File: config.mk
export PLATFORM = sky130hd
export DESIGN_NAME = color_key_sprite_blit
export DESIGN_NICKNAME = d
export VERILOG_FILES = /design/src/design/ckb_pkg.sv /design/src/design/color_key_sprite_blit.sv /design/src/design/ckb_regs.sv /design/src/design/ckb_pos_cnt.sv /design/src/design/ckb_clip.sv /design/src/design/ckb_addr.sv
export SDC_FILE = /design/constraint.sdc
export NUM_CORES = 1
export LEC_CHECK = 0
export ABC_AREA = 1
export BUFFER_PORTS_ARGS = -buffer_cell sky130_fd_sc_hd__buf_2
export CORE_ASPECT_RATIO = 0.6
export CORE_MARGIN = 2
export CORE_UTILIZATION = 63
export CTS_CLUSTER_DIAMETER = 150
export CTS_CLUSTER_SIZE = 40
export DETAILED_ROUTE_END_ITERATION = 8
export GPL_ROUTABILITY_DRIVEN = 0
export PLACE_DENSITY_LB_ADDON = 0.1
export RECOVER_POWER = 50
export SLEW_MARGIN = 10
export SYNTH_ARGS = -nofsm -noshare
export SYNTH_HDL_FRONTEND = slang
export SYNTH_SLANG_ARGS = --single-unit
File: constraint.sdc
create_clock -name clk -period 5.8 [get_ports clk]
set_input_delay 0.58 -clock clk [delete_from_list [all_inputs] [get_ports clk]]
set_output_delay 0.58 -clock clk [all_outputs]
set_load 0.05 [all_outputs]
File: src/design/ckb_pkg.sv
package ckb_pkg;

	// fixed field widths
	localparam int COORD_W = 11;
	localparam int PIX_W   = 16;
	localparam int DATA_W  = 16;
	localparam int IDX_W   = 3;

	// register map
	typedef enum logic [IDX_W-1:0] {
		REG_OFFSET_X      = 3'd0,
		REG_OFFSET_Y      = 3'd1,
		REG_SPAN_X        = 3'd2,
		REG_SPAN_Y        = 3'd3,
		REG_SPRITE_HEIGHT = 3'd4,
		REG_FRAME_HEIGHT  = 3'd5,
		REG_KEY           = 3'd6
	} reg_idx_t;

	typedef struct packed {
		logic signed [COORD_W-1:0] offset_x;
		logic signed [COORD_W-1:0] offset_y;
		logic [COORD_W-1:0]        span_x;
		logic [COORD_W-1:0]        span_y;
		logic [COORD_W-1:0]        sprite_height;
		logic [COORD_W-1:0]        frame_height;
		logic [PIX_W-1:0]          transparent_key;
	} cfg_t;

	localparam cfg_t CFG_RESET = '{
		offset_x:        '0,
		offset_y:        '0,
		span_x:          '0,
		span_y:          '0,
		sprite_height:   COORD_W'(1),
		frame_height:    COORD_W'(1),
		transparent_key: '0
	};

	// stage load enables from the top-level flow control
	typedef struct packed {
		logic load_s1;
		logic load_s2;
		logic load_out;
	} pipe_ctl_t;

endpackage

File: src/design/color_key_sprite_blit.sv
// Colour-keyed sprite blit: sprite pixel words in, framebuffer write words out.
// Pipeline: window test, multiply and add, each registered, in that order after input accept.
// Throughput: one word per cycle; the input is taken whenever the pipeline can move.
// Reset: asynchronous, clears the pipeline, the column and row counters and
// puts every configuration register at its reset value.
module color_key_sprite_blit #(
	parameter int FRAME_PIXELS = 32768,
	parameter int MAX_DIM      = 1024
) (
	input  logic                                  clk,
	input  logic                                  arst_n,
	input  logic                                  cfg_write,
	input  logic [ckb_pkg::IDX_W-1:0]             cfg_index,
	input  logic [ckb_pkg::DATA_W-1:0]            cfg_data,
	input  logic                                  in_valid,
	output logic                                  in_ready,
	input  logic [ckb_pkg::PIX_W-1:0]             pixel,
	input  logic                                  last,
	output logic                                  out_valid,
	input  logic                                  out_ready,
	output logic                                  write_enable,
	output logic [$clog2(FRAME_PIXELS)-1:0]       fb_address,
	output logic [ckb_pkg::PIX_W-1:0]             fb_pixel,
	output logic                                  done_res
);

	localparam int CW = $clog2(MAX_DIM);
	localparam int DW = ((CW > ckb_pkg::COORD_W) ? CW : ckb_pkg::COORD_W) + 1;
	localparam int AW = $clog2(FRAME_PIXELS);

	ckb_pkg::cfg_t      cfg;
	ckb_pkg::pipe_ctl_t ctl;
	logic               v_s1_q;
	logic               v_s2_q;
	logic               v_out_q;
	logic               adv_out;
	logic               adv_s2;
	logic               accept;
	logic [CW-1:0]      col;
	logic [CW-1:0]      row;
	logic               hit_s1;
	logic [DW-1:0]      fx_s1;
	logic [DW-1:0]      fy_s1;
	logic [ckb_pkg::PIX_W-1:0] pixel_s1;
	logic               last_s1;

	// flow control: a stage loads when it is empty or its contents move on
	always_comb begin
		adv_out      = !v_out_q || out_ready;
		adv_s2       = !v_s2_q || adv_out;
		in_ready     = !v_s1_q || adv_s2;
		accept       = in_valid && in_ready;
		ctl.load_s1  = in_ready;
		ctl.load_s2  = adv_s2;
		ctl.load_out = adv_out;
	end

	always_ff @(posedge clk or negedge arst_n) begin
		if (!arst_n) begin
			v_s1_q  <= 1'b0;
			v_s2_q  <= 1'b0;
			v_out_q <= 1'b0;
		end else begin
			if (in_ready) begin
				v_s1_q <= in_valid;
			end
			if (adv_s2) begin
				v_s2_q <= v_s1_q;
			end
			if (adv_out) begin
				v_out_q <= v_s2_q;
			end
		end
	end

	assign out_valid = v_out_q;

	ckb_regs u_regs (
		.clk       (clk),
		.arst_n    (arst_n),
		.cfg_write (cfg_write),
		.cfg_index (cfg_index),
		.cfg_data  (cfg_data),
		.cfg       (cfg)
	);

	ckb_pos_cnt #(
		.MAX_DIM (MAX_DIM),
		.CW      (CW)
	) u_pos_cnt (
		.clk           (clk),
		.arst_n        (arst_n),
		.step          (accept),
		.last          (last),
		.sprite_height (cfg.sprite_height),
		.col           (col),
		.row           (row)
	);

	ckb_clip #(
		.CW (CW),
		.DW (DW)
	) u_clip (
		.clk             (clk),
		.ctl             (ctl),
		.offset_x        (cfg.offset_x),
		.offset_y        (cfg.offset_y),
		.span_x          (cfg.span_x),
		.span_y          (cfg.span_y),
		.transparent_key (cfg.transparent_key),
		.col             (col),
		.row             (row),
		.pixel           (pixel),
		.last            (last),
		.hit_s1          (hit_s1),
		.fx_s1           (fx_s1),
		.fy_s1           (fy_s1),
		.pixel_s1        (pixel_s1),
		.last_s1         (last_s1)
	);

	ckb_addr #(
		.FRAME_PIXELS (FRAME_PIXELS),
		.DW           (DW),
		.AW           (AW)
	) u_addr (
		.clk          (clk),
		.ctl          (ctl),
		.frame_height (cfg.frame_height),
		.hit_s1       (hit_s1),
		.fx_s1        (fx_s1),
		.fy_s1        (fy_s1),
		.pixel_s1     (pixel_s1),
		.last_s1      (last_s1),
		.write_enable (write_enable),
		.fb_address   (fb_address),
		.fb_pixel     (fb_pixel),
		.done_res     (done_res)
	);

endmodule

File: src/design/ckb_regs.sv
module ckb_regs (
	input  logic                       clk,
	input  logic                       arst_n,
	input  logic                       cfg_write,
	input  logic [ckb_pkg::IDX_W-1:0]  cfg_index,
	input  logic [ckb_pkg::DATA_W-1:0] cfg_data,
	output ckb_pkg::cfg_t              cfg
);

	ckb_pkg::cfg_t cfg_q;

	// register file, written by index
	always_ff @(posedge clk or negedge arst_n) begin
		if (!arst_n) begin
			cfg_q <= ckb_pkg::CFG_RESET;
		end else if (cfg_write) begin
			case (ckb_pkg::reg_idx_t'(cfg_index))
				ckb_pkg::REG_OFFSET_X: begin
					cfg_q.offset_x <= $signed(cfg_data[ckb_pkg::COORD_W-1:0]);
				end
				ckb_pkg::REG_OFFSET_Y: begin
					cfg_q.offset_y <= $signed(cfg_data[ckb_pkg::COORD_W-1:0]);
				end
				ckb_pkg::REG_SPAN_X: begin
					cfg_q.span_x <= cfg_data[ckb_pkg::COORD_W-1:0];
				end
				ckb_pkg::REG_SPAN_Y: begin
					cfg_q.span_y <= cfg_data[ckb_pkg::COORD_W-1:0];
				end
				ckb_pkg::REG_SPRITE_HEIGHT: begin
					cfg_q.sprite_height <= cfg_data[ckb_pkg::COORD_W-1:0];
				end
				ckb_pkg::REG_FRAME_HEIGHT: begin
					cfg_q.frame_height <= cfg_data[ckb_pkg::COORD_W-1:0];
				end
				ckb_pkg::REG_KEY: begin
					cfg_q.transparent_key <= cfg_data[ckb_pkg::PIX_W-1:0];
				end
				default: begin
					// unmapped index: write ignored
				end
			endcase
		end
	end

	assign cfg = cfg_q;

endmodule

File: src/design/ckb_pos_cnt.sv
module ckb_pos_cnt #(
	parameter int MAX_DIM = 1024,
	parameter int CW      = $clog2(MAX_DIM)
) (
	input  logic                        clk,
	input  logic                        arst_n,
	input  logic                        step,
	input  logic                        last,
	input  logic [ckb_pkg::COORD_W-1:0] sprite_height,
	output logic [CW-1:0]               col,
	output logic [CW-1:0]               row
);

	localparam int HW = (CW + 1 > ckb_pkg::COORD_W) ? CW + 1 : ckb_pkg::COORD_W;

	logic [CW-1:0] col_q;
	logic [CW-1:0] row_q;
	logic [CW:0]   row_inc;
	logic [CW:0]   col_inc;
	logic          row_wrap;

	// next row wraps at the sprite height or the dimension limit
	always_comb begin
		row_inc  = (CW + 1)'(row_q) + (CW + 1)'(1);
		col_inc  = (CW + 1)'(col_q) + (CW + 1)'(1);
		row_wrap = (HW'(row_inc) >= HW'(sprite_height)) ||
			(row_inc >= (CW + 1)'(MAX_DIM));
	end

	always_ff @(posedge clk or negedge arst_n) begin
		if (!arst_n) begin
			col_q <= '0;
			row_q <= '0;
		end else if (step) begin
			if (last) begin
				col_q <= '0;
				row_q <= '0;
			end else if (row_wrap) begin
				row_q <= '0;
				col_q <= (col_inc >= (CW + 1)'(MAX_DIM)) ? '0 : col_inc[CW-1:0];
			end else begin
				row_q <= row_inc[CW-1:0];
			end
		end
	end

	assign col = col_q;
	assign row = row_q;

endmodule

File: src/design/ckb_clip.sv
module ckb_clip #(
	parameter int CW = 10,
	parameter int DW = 12
) (
	input  logic                               clk,
	input  ckb_pkg::pipe_ctl_t                 ctl,
	input  logic signed [ckb_pkg::COORD_W-1:0] offset_x,
	input  logic signed [ckb_pkg::COORD_W-1:0] offset_y,
	input  logic [ckb_pkg::COORD_W-1:0]        span_x,
	input  logic [ckb_pkg::COORD_W-1:0]        span_y,
	input  logic [ckb_pkg::PIX_W-1:0]          transparent_key,
	input  logic [CW-1:0]                      col,
	input  logic [CW-1:0]                      row,
	input  logic [ckb_pkg::PIX_W-1:0]          pixel,
	input  logic                               last,
	output logic                               hit_s1,
	output logic [DW-1:0]                      fx_s1,
	output logic [DW-1:0]                      fy_s1,
	output logic [ckb_pkg::PIX_W-1:0]          pixel_s1,
	output logic                               last_s1
);

	localparam int EXT = DW - ckb_pkg::COORD_W;

	logic [ckb_pkg::COORD_W-1:0] skip_x;
	logic [ckb_pkg::COORD_W-1:0] skip_y;
	logic [DW-1:0]               col_x;
	logic [DW-1:0]               row_x;
	logic                        in_x;
	logic                        in_y;
	logic                        hit;
	logic [DW-1:0]               fx;
	logic [DW-1:0]               fy;

	// window test in sprite coordinates, frame coordinates by offset
	always_comb begin
		skip_x = offset_x[ckb_pkg::COORD_W-1] ? (~offset_x + 1'b1) : '0;
		skip_y = offset_y[ckb_pkg::COORD_W-1] ? (~offset_y + 1'b1) : '0;
		col_x  = DW'(col);
		row_x  = DW'(row);
		in_x   = (col_x >= DW'(skip_x)) && ((col_x - DW'(skip_x)) < DW'(span_x));
		in_y   = (row_x >= DW'(skip_y)) && ((row_x - DW'(skip_y)) < DW'(span_y));
		hit    = in_x && in_y && (pixel != transparent_key);
		// non-negative whenever the pixel lies in the window
		fx     = col_x + {{EXT{offset_x[ckb_pkg::COORD_W-1]}}, offset_x};
		fy     = row_x + {{EXT{offset_y[ckb_pkg::COORD_W-1]}}, offset_y};
	end

	always_ff @(posedge clk) begin
		if (ctl.load_s1) begin
			hit_s1   <= hit;
			fx_s1    <= fx;
			fy_s1    <= fy;
			pixel_s1 <= pixel;
			last_s1  <= last;
		end
	end

endmodule

File: src/design/ckb_addr.sv
module ckb_addr #(
	parameter int FRAME_PIXELS = 32768,
	parameter int DW           = 12,
	parameter int AW           = $clog2(FRAME_PIXELS)
) (
	input  logic                        clk,
	input  ckb_pkg::pipe_ctl_t          ctl,
	input  logic [ckb_pkg::COORD_W-1:0] frame_height,
	input  logic                        hit_s1,
	input  logic [DW-1:0]               fx_s1,
	input  logic [DW-1:0]               fy_s1,
	input  logic [ckb_pkg::PIX_W-1:0]   pixel_s1,
	input  logic                        last_s1,
	output logic                        write_enable,
	output logic [AW-1:0]               fb_address,
	output logic [ckb_pkg::PIX_W-1:0]   fb_pixel,
	output logic                        done_res
);

	localparam int PW = DW + ckb_pkg::COORD_W;
	localparam int SW = PW + 1;

	logic [PW-1:0]               prod_s2;
	logic [DW-1:0]               fy_s2;
	logic                        hit_s2;
	logic [ckb_pkg::PIX_W-1:0]   pixel_s2;
	logic                        last_s2;
	logic [SW-1:0]               sum;
	logic                        wr;

	// column times stride
	always_ff @(posedge clk) begin
		if (ctl.load_s2) begin
			prod_s2  <= PW'(fx_s1) * PW'(frame_height);
			fy_s2    <= fy_s1;
			hit_s2   <= hit_s1;
			pixel_s2 <= pixel_s1;
			last_s2  <= last_s1;
		end
	end

	// add the row, drop writes beyond the frame capacity
	always_comb begin
		sum = SW'(prod_s2) + SW'(fy_s2);
		wr  = hit_s2 && (sum < SW'(FRAME_PIXELS));
	end

	always_ff @(posedge clk) begin
		if (ctl.load_out) begin
			write_enable <= wr;
			fb_address   <= wr ? sum[AW-1:0] : '0;
			fb_pixel     <= pixel_s2;
			done_res     <= last_s2;
		end
	end

endmodule

---- Yosys cells after proc, flatten, opt, wreduce, memory -nomap -nowiden ----
Index checks and enable logic that the tools add are counted.
word-level totals
  flip-flop bits (word level) ............. 233
  bits of input ports ..................... 41
  output and inout bits ................... 35
  logic and storage cells ................. 83
cells by class
  add/subtract/negate cells ............... 9
  multiply operators ...................... 1
  order comparisons ....................... 8
  eq/ne operators ......................... 7
  muxes and demuxes ....................... 7
  bitwise operators ....................... 2
  reduce and logical (&&, ||, !) cells .... 23
operators with widths
  operator                                                    count
  2-to-1 mux 10 bit                                           5
  adder 11 x 11 -> 12 bit                                     2
  adder 23 x 12 -> 24 bit                                     1
  < comparator 12 x 11 -> 1 bit                               2
  < comparator 24 x 16 -> 1 bit (second input constant)       1
  subtractor 10 x 11 -> 12 bit                                2
  multiplier 12 x 11 -> 23 bit                                1
  adder 10 x 1 -> 11 bit (second input constant)              2
  adder 11 x 1 -> 11 bit (second input constant)              2
  greater-or-equal comparator 10 x 11 -> 1 bit                2
  greater-or-equal comparator 11 bit (second input constant)  2
  2-to-1 mux 11 bit                                           2
  NOT 11 bit                                                  2
  inequality test 16 bit                                      1
  AND reduction 2 bit                                         8
  greater-or-equal comparator 11 bit                          1
  == test 3 bit (second input constant)                       3
  == test 3 x 2 -> 1 bit (second input constant)              2
  logical AND 1 bit                                           6
  logical OR 1 bit                                            4
  == test 3 x 1 -> 1 bit (second input constant)              1
  zero test 1 bit                                             3
  zero test 3 bit                                             1
  nonzero test 2 bit                                          1

---- Longest topological paths before layout ----
  depth after elaboration ................. 8
  mapped depth ............................ 24
  depth with buffers taken out ............ 24

---- Cells and area by module ----
From an unflattened synthesis, not the netlist that was laid out.
unflattened totals
  cell total of the unflattened synthesis .. 2172
  area, all modules ....................... 17877.1 sq um
by module, submodules not included
  module                 instances  cells an instance  area an instance (sq um)  sequential area each (sq um)
  ckb_addr               1          946                8414.3                    2582.5
  ckb_clip               1          607                4490.6                    1261.2
  ckb_regs               1          371                3235.6                    2054.5
  ckb_pos_cnt            1          233                1606.5                    500.5
  color_key_sprite_blit  1          15                 130.1                     75.1

---- Least setup slack after synthesis ----
OpenSTA, ideal clock, no wires.
  kind .................................... reg2reg
  start ................................... reg, netlist name u_regs.cfg[20]
  end ..................................... reg u_addr.prod_s2[17] (data pin)
  library setup time ...................... 0.258 ns
  arrival ................................. 4.556 ns
  required time ........................... 5.542 ns
  path slack .............................. 0.986 ns
  cell stages (with the launch flop) ...... 18
  path buffers ............................ 1
  period minus slack after synthesis ...... 4.814 ns
  cells stage by stage .................... dfrtp_1 > clkbuf_1 > nand2_1 > fa_1 > inv_1 > fa_1 > fa_1 > fa_1 > inv_1 > fa_1 > inv_1 > ha_1 > nand2_1 > nor2_1 > inv_1 > o21ai_0 > a21oi_1 > xnor2_1
between the ends
  longest elaborated chain between the ends .. 1
RTL lines
  element                       RTL line        RTL
  multiplier 12 x 11 -> 23 bit  ckb_addr.sv:34  prod_s2 <= PW'(fx_s1) * PW'(frame_height);
  end signal, assigned          ckb_addr.sv:34
  end, declared                 ckb_addr.sv:23  logic [PW-1:0] prod_s2;
No other way between the ends.
A chain may end at the register's enable or synchronous reset.

---- Worst setup path in the final report ----
  start ................................... reg u_clip.fx_s1[5]
  end ..................................... reg u_addr.prod_s2[14] (data pin)
between the ends
  longest elaborated chain between the ends .. 1
RTL lines
  element                       RTL line        RTL
  start, declared               ckb_clip.sv:17  output logic [DW-1:0] fx_s1,
  start signal, assigned        ckb_clip.sv:52  fx_s1 <= fx;
  multiplier 12 x 11 -> 23 bit  ckb_addr.sv:34
No other way between the ends.

==> results.md <==
* Initial antenna violation count at 2
* Register area at 6470 µm²
* GRT Residual Overflow at 0
* Psw at 4.36 mW
* Final number of setup-violating endpoints at 0
* Fin worst setup slack at 0.532 ns
* Row count at 46
* Fraction of layout cells with a size suffix above 1 at 0.0581
* Clock skew at 0.0411 ns
* RSZ-0062 raised after global routing: no
* Final hold violations at 0
* Largest net degree at the start of global routing at 63
* Clock sink count at 233
* Ports at 76
* CP arrival at 5.53 ns
* CP Launch Type: flop
* Total GRT Usage at 0.272
* Drt pass-1 iters at 8
* Quantity of gates resized following cts at 0
* Commonest non-fill, non-tap cell in the layout: nand2_1
* DIE AREA at 28500 µm²
* DR vias/cell at 5.43
* Area of the multi-input gates at 9020 µm²
* First-pass GRT wire length at 61.9 mm
* Clock Tree Root: clkbuf_16
* Sw Share at 0.487
* Fmax at 190 MHz
* Max Buffers Root-to-Sink at 3
* CP max FO at 11
* Mean Syn Cell Area at 8.63 µm²
* Starting DRT DRC Count at 1200
* Clock power share at 0.087
* Slew headroom at -1.25
* Final hold slack at 0.307 ns
* Crit path kind: reg2reg
* Setup TNS at 0 ns
* Max_cap viols at 2
* Seq pwr share at 0.303
* Residual DRC count at 0
* Core Area at 26500 µm²
* Post-Syn Area at 17100 µm²
* IO Port Bufs at 75
* Final net count at 2312
* Via Count at 12976
* Post-DP HPWL at 30.1 mm
* Die extent in y at 132 µm
* CTS tree: yes
* Sequential area share after synthesis at 0.378
* Cell-internal power at 4.59 mW
* Comb power frac at 0.610
* Peak supply drop at 0.465 mV
* Fin crit period at 5.27 ns
* WP data required at 6.06 ns
* HP Class: in2reg
* Vias in the first global route at 12434
* Inserted Clock Buffers at 9
* Antenna-violating nets left at 0
* Final Max Tran Viols at 99
* Synthesized flop and latch total at 233
* Wirelength, routed at 37.5 mm
* Most frequent cells in the layout: nand2_1 (502), inv_1 (375), ha_1 (148)
* Die Wd at 217 µm
* Status: finished with violations
* Worst-Margin Slew at 3.38 ns
* Ant diodes at 0
* Instance count of the mapped netlist at 1983
* Clock insertion delay at the later pin of the skew report at 0.50 ns
* Period utilisation layout at 0.908
* Syn_nets at 2266
* Htree depth at 1
* Post-CTS Setup Inserts at 0
* Synth cell types at 43
* YS warnings at 0
* Setup WS pre-CTS at 0.617 ns
* Cell leakage power at 9.30 nW
* Starting Density at 0.645
* Power density over the cells at 497 nW/µm²
* Layout fillers at 2146
* Failing checks: max-capacitance violations, max-slew violations
* Hold-fix buffers, CTS at 0
* Worst-path clk slew at 0.16 ns
* Worst Setup End Kind: flop
* Area Growth Syn to Fin at 5.18%
* Wire per inst at 15.7 µm
## flip-flops by register name, summed over array words and instances (netlist names)
name / cells
out_valid: 1
u_addr.done_res: 1
u_addr.fb_address: 15
u_addr.fb_pixel: 16
u_addr.fy_s2: 12
u_addr.hit_s2: 1
u_addr.last_s2: 1
u_addr.pixel_s2: 16
u_addr.prod_s2: 23
u_addr.write_enable: 1
u_clip.fx_s1: 12
u_clip.fy_s1: 12
u_clip.hit_s1: 1
u_clip.last_s1: 1
u_clip.pixel_s1: 16
u_pos_cnt.col: 10
u_pos_cnt.row: 10
u_regs.cfg: 82
v_s1_q: 1
v_s2_q: 1
## power by group through the flow
stage	logic, mW	clock network [mW]	registers [mW]
floorplan	4.15	0	2.61
global placement	5.21	0	2.71
detailed placement	5.38	0	2.73
CTS	5.44	0.798	2.70
global route	6.24	0.845	2.76
finish	5.46	0.780	2.71
## worst max-delay path: stages, from the launching register on
cell and delay (ns):
edfxtp_1 0.64, nand2_1 0.14, fa_1 0.55, inv_1 0.05, fa_1 0.49, inv_1 0.05
fa_1 0.48, fa_1 0.52, fa_1 0.55, inv_1 0.04, ha_1 0.34, nand2_1 0.14
nor2_1 0.16, nand2_1 0.07, o211ai_1 0.18, a21oi_1 0.18, o21ai_0 0.33, xor2_1 0.11
## layer usage
layer	up-vias	wire (µm)	global-route usage
met5	-	0	0
li1	6327	-	-
met4	0	657	0.0533
met1	6123	18300	0.428
met3	53	3140	0.0405
met2	473	15500	0.400
## through the flow
step	instances	total power, mW	area [µm²]	util
3_3_place_gp	2378	7.92	17800	0.670
3_5_place_dp	2378	8.12	17800	0.670
5_1_grt	2391	9.84	18000	0.678
6_report	2391	8.95	18000	0.678
4_1_cts	2391	8.93	18000	0.679
2_1_floorplan	1983	6.76	17100	-
## synth_stat cells (all sizes together)
master	n	area, µm²
and2	1	6.26
nand4	20	125
a21oi	87	435
clkinv	4	15.0
nand3b	4	30.0
o21ai	132	661
o21bai	6	45.0
nor2	108	498
xnor2	31	272
buf	2	25.0
nand2	514	1970
o2111ai	2	17.5
a211oi	1	7.51
xor2	60	526
inv	379	1420
ha	148	1850
dfstp	2	52.6
o211ai	1	7.51
nor4	2	12.5
dfrtp	103	2580
or2	8	50.1
o21a	5	37.5
a21o	1	7.51
o31ai	2	15.0
a31oi	2	12.5
fa	94	1880
mux2	5	56.3
a21boi	1	7.51
and3	2	12.5
nor3	19	116
clkbuf	41	154
nand3	68	360
edfxtp	128	3840
## final cells by class
| class | count | share of cell area |
|---|---|---|
| Timing Repair Buffer | 78 | 0.0204 |
| Multi-Input combinational cell | 1324 | 0.501 |
| Inverter | 383 | 0.0799 |
| Tap cell | 360 | 0.0250 |
| Sequential cell | 233 | 0.360 |
| Clock buffer | 12 | 0.0131 |
| Clock inverter | 1 | 0.000487 |
## cells by family (layout without fill, tap and decap cells)
logic type	Yosys count	count (layout)	share of synthesized area
flip-flops	233	233	0.378
AND/OR/NAND/NOR	746	746	0.186
buffers and inverters	426	474	0.0945
AO/OA/AOI/OAI	240	240	0.0733
multiplexers	5	5	0.00329
XOR/XNOR	91	91	0.0466
adder cells (fa/ha/maj)	242	242	0.218
## worst paths after layout
kind | startpoint | depth (start not counted) | slack, ns | end
worst min register to register | u_clip.pixel_s1[1] | 0 | 0.43 | u_addr.pixel_s2[1]
max in group asynchronous | arst_n | 2 | 2.09 | u_regs.cfg[7]
worst min-delay path | cfg_data[12] | 2 | 0.31 | u_regs.cfg[12]
min in group asynchronous | arst_n | 1 | 1.20 | u_regs.cfg[22]
worst max-delay path | u_clip.fx_s1[5] | 17 | 0.53 | u_addr.prod_s2[14]
worst max register to register | u_clip.fx_s1[5] | 17 | 0.53 | u_addr.prod_s2[14]
Note: power is estimated with default switching activity, not from simulation.
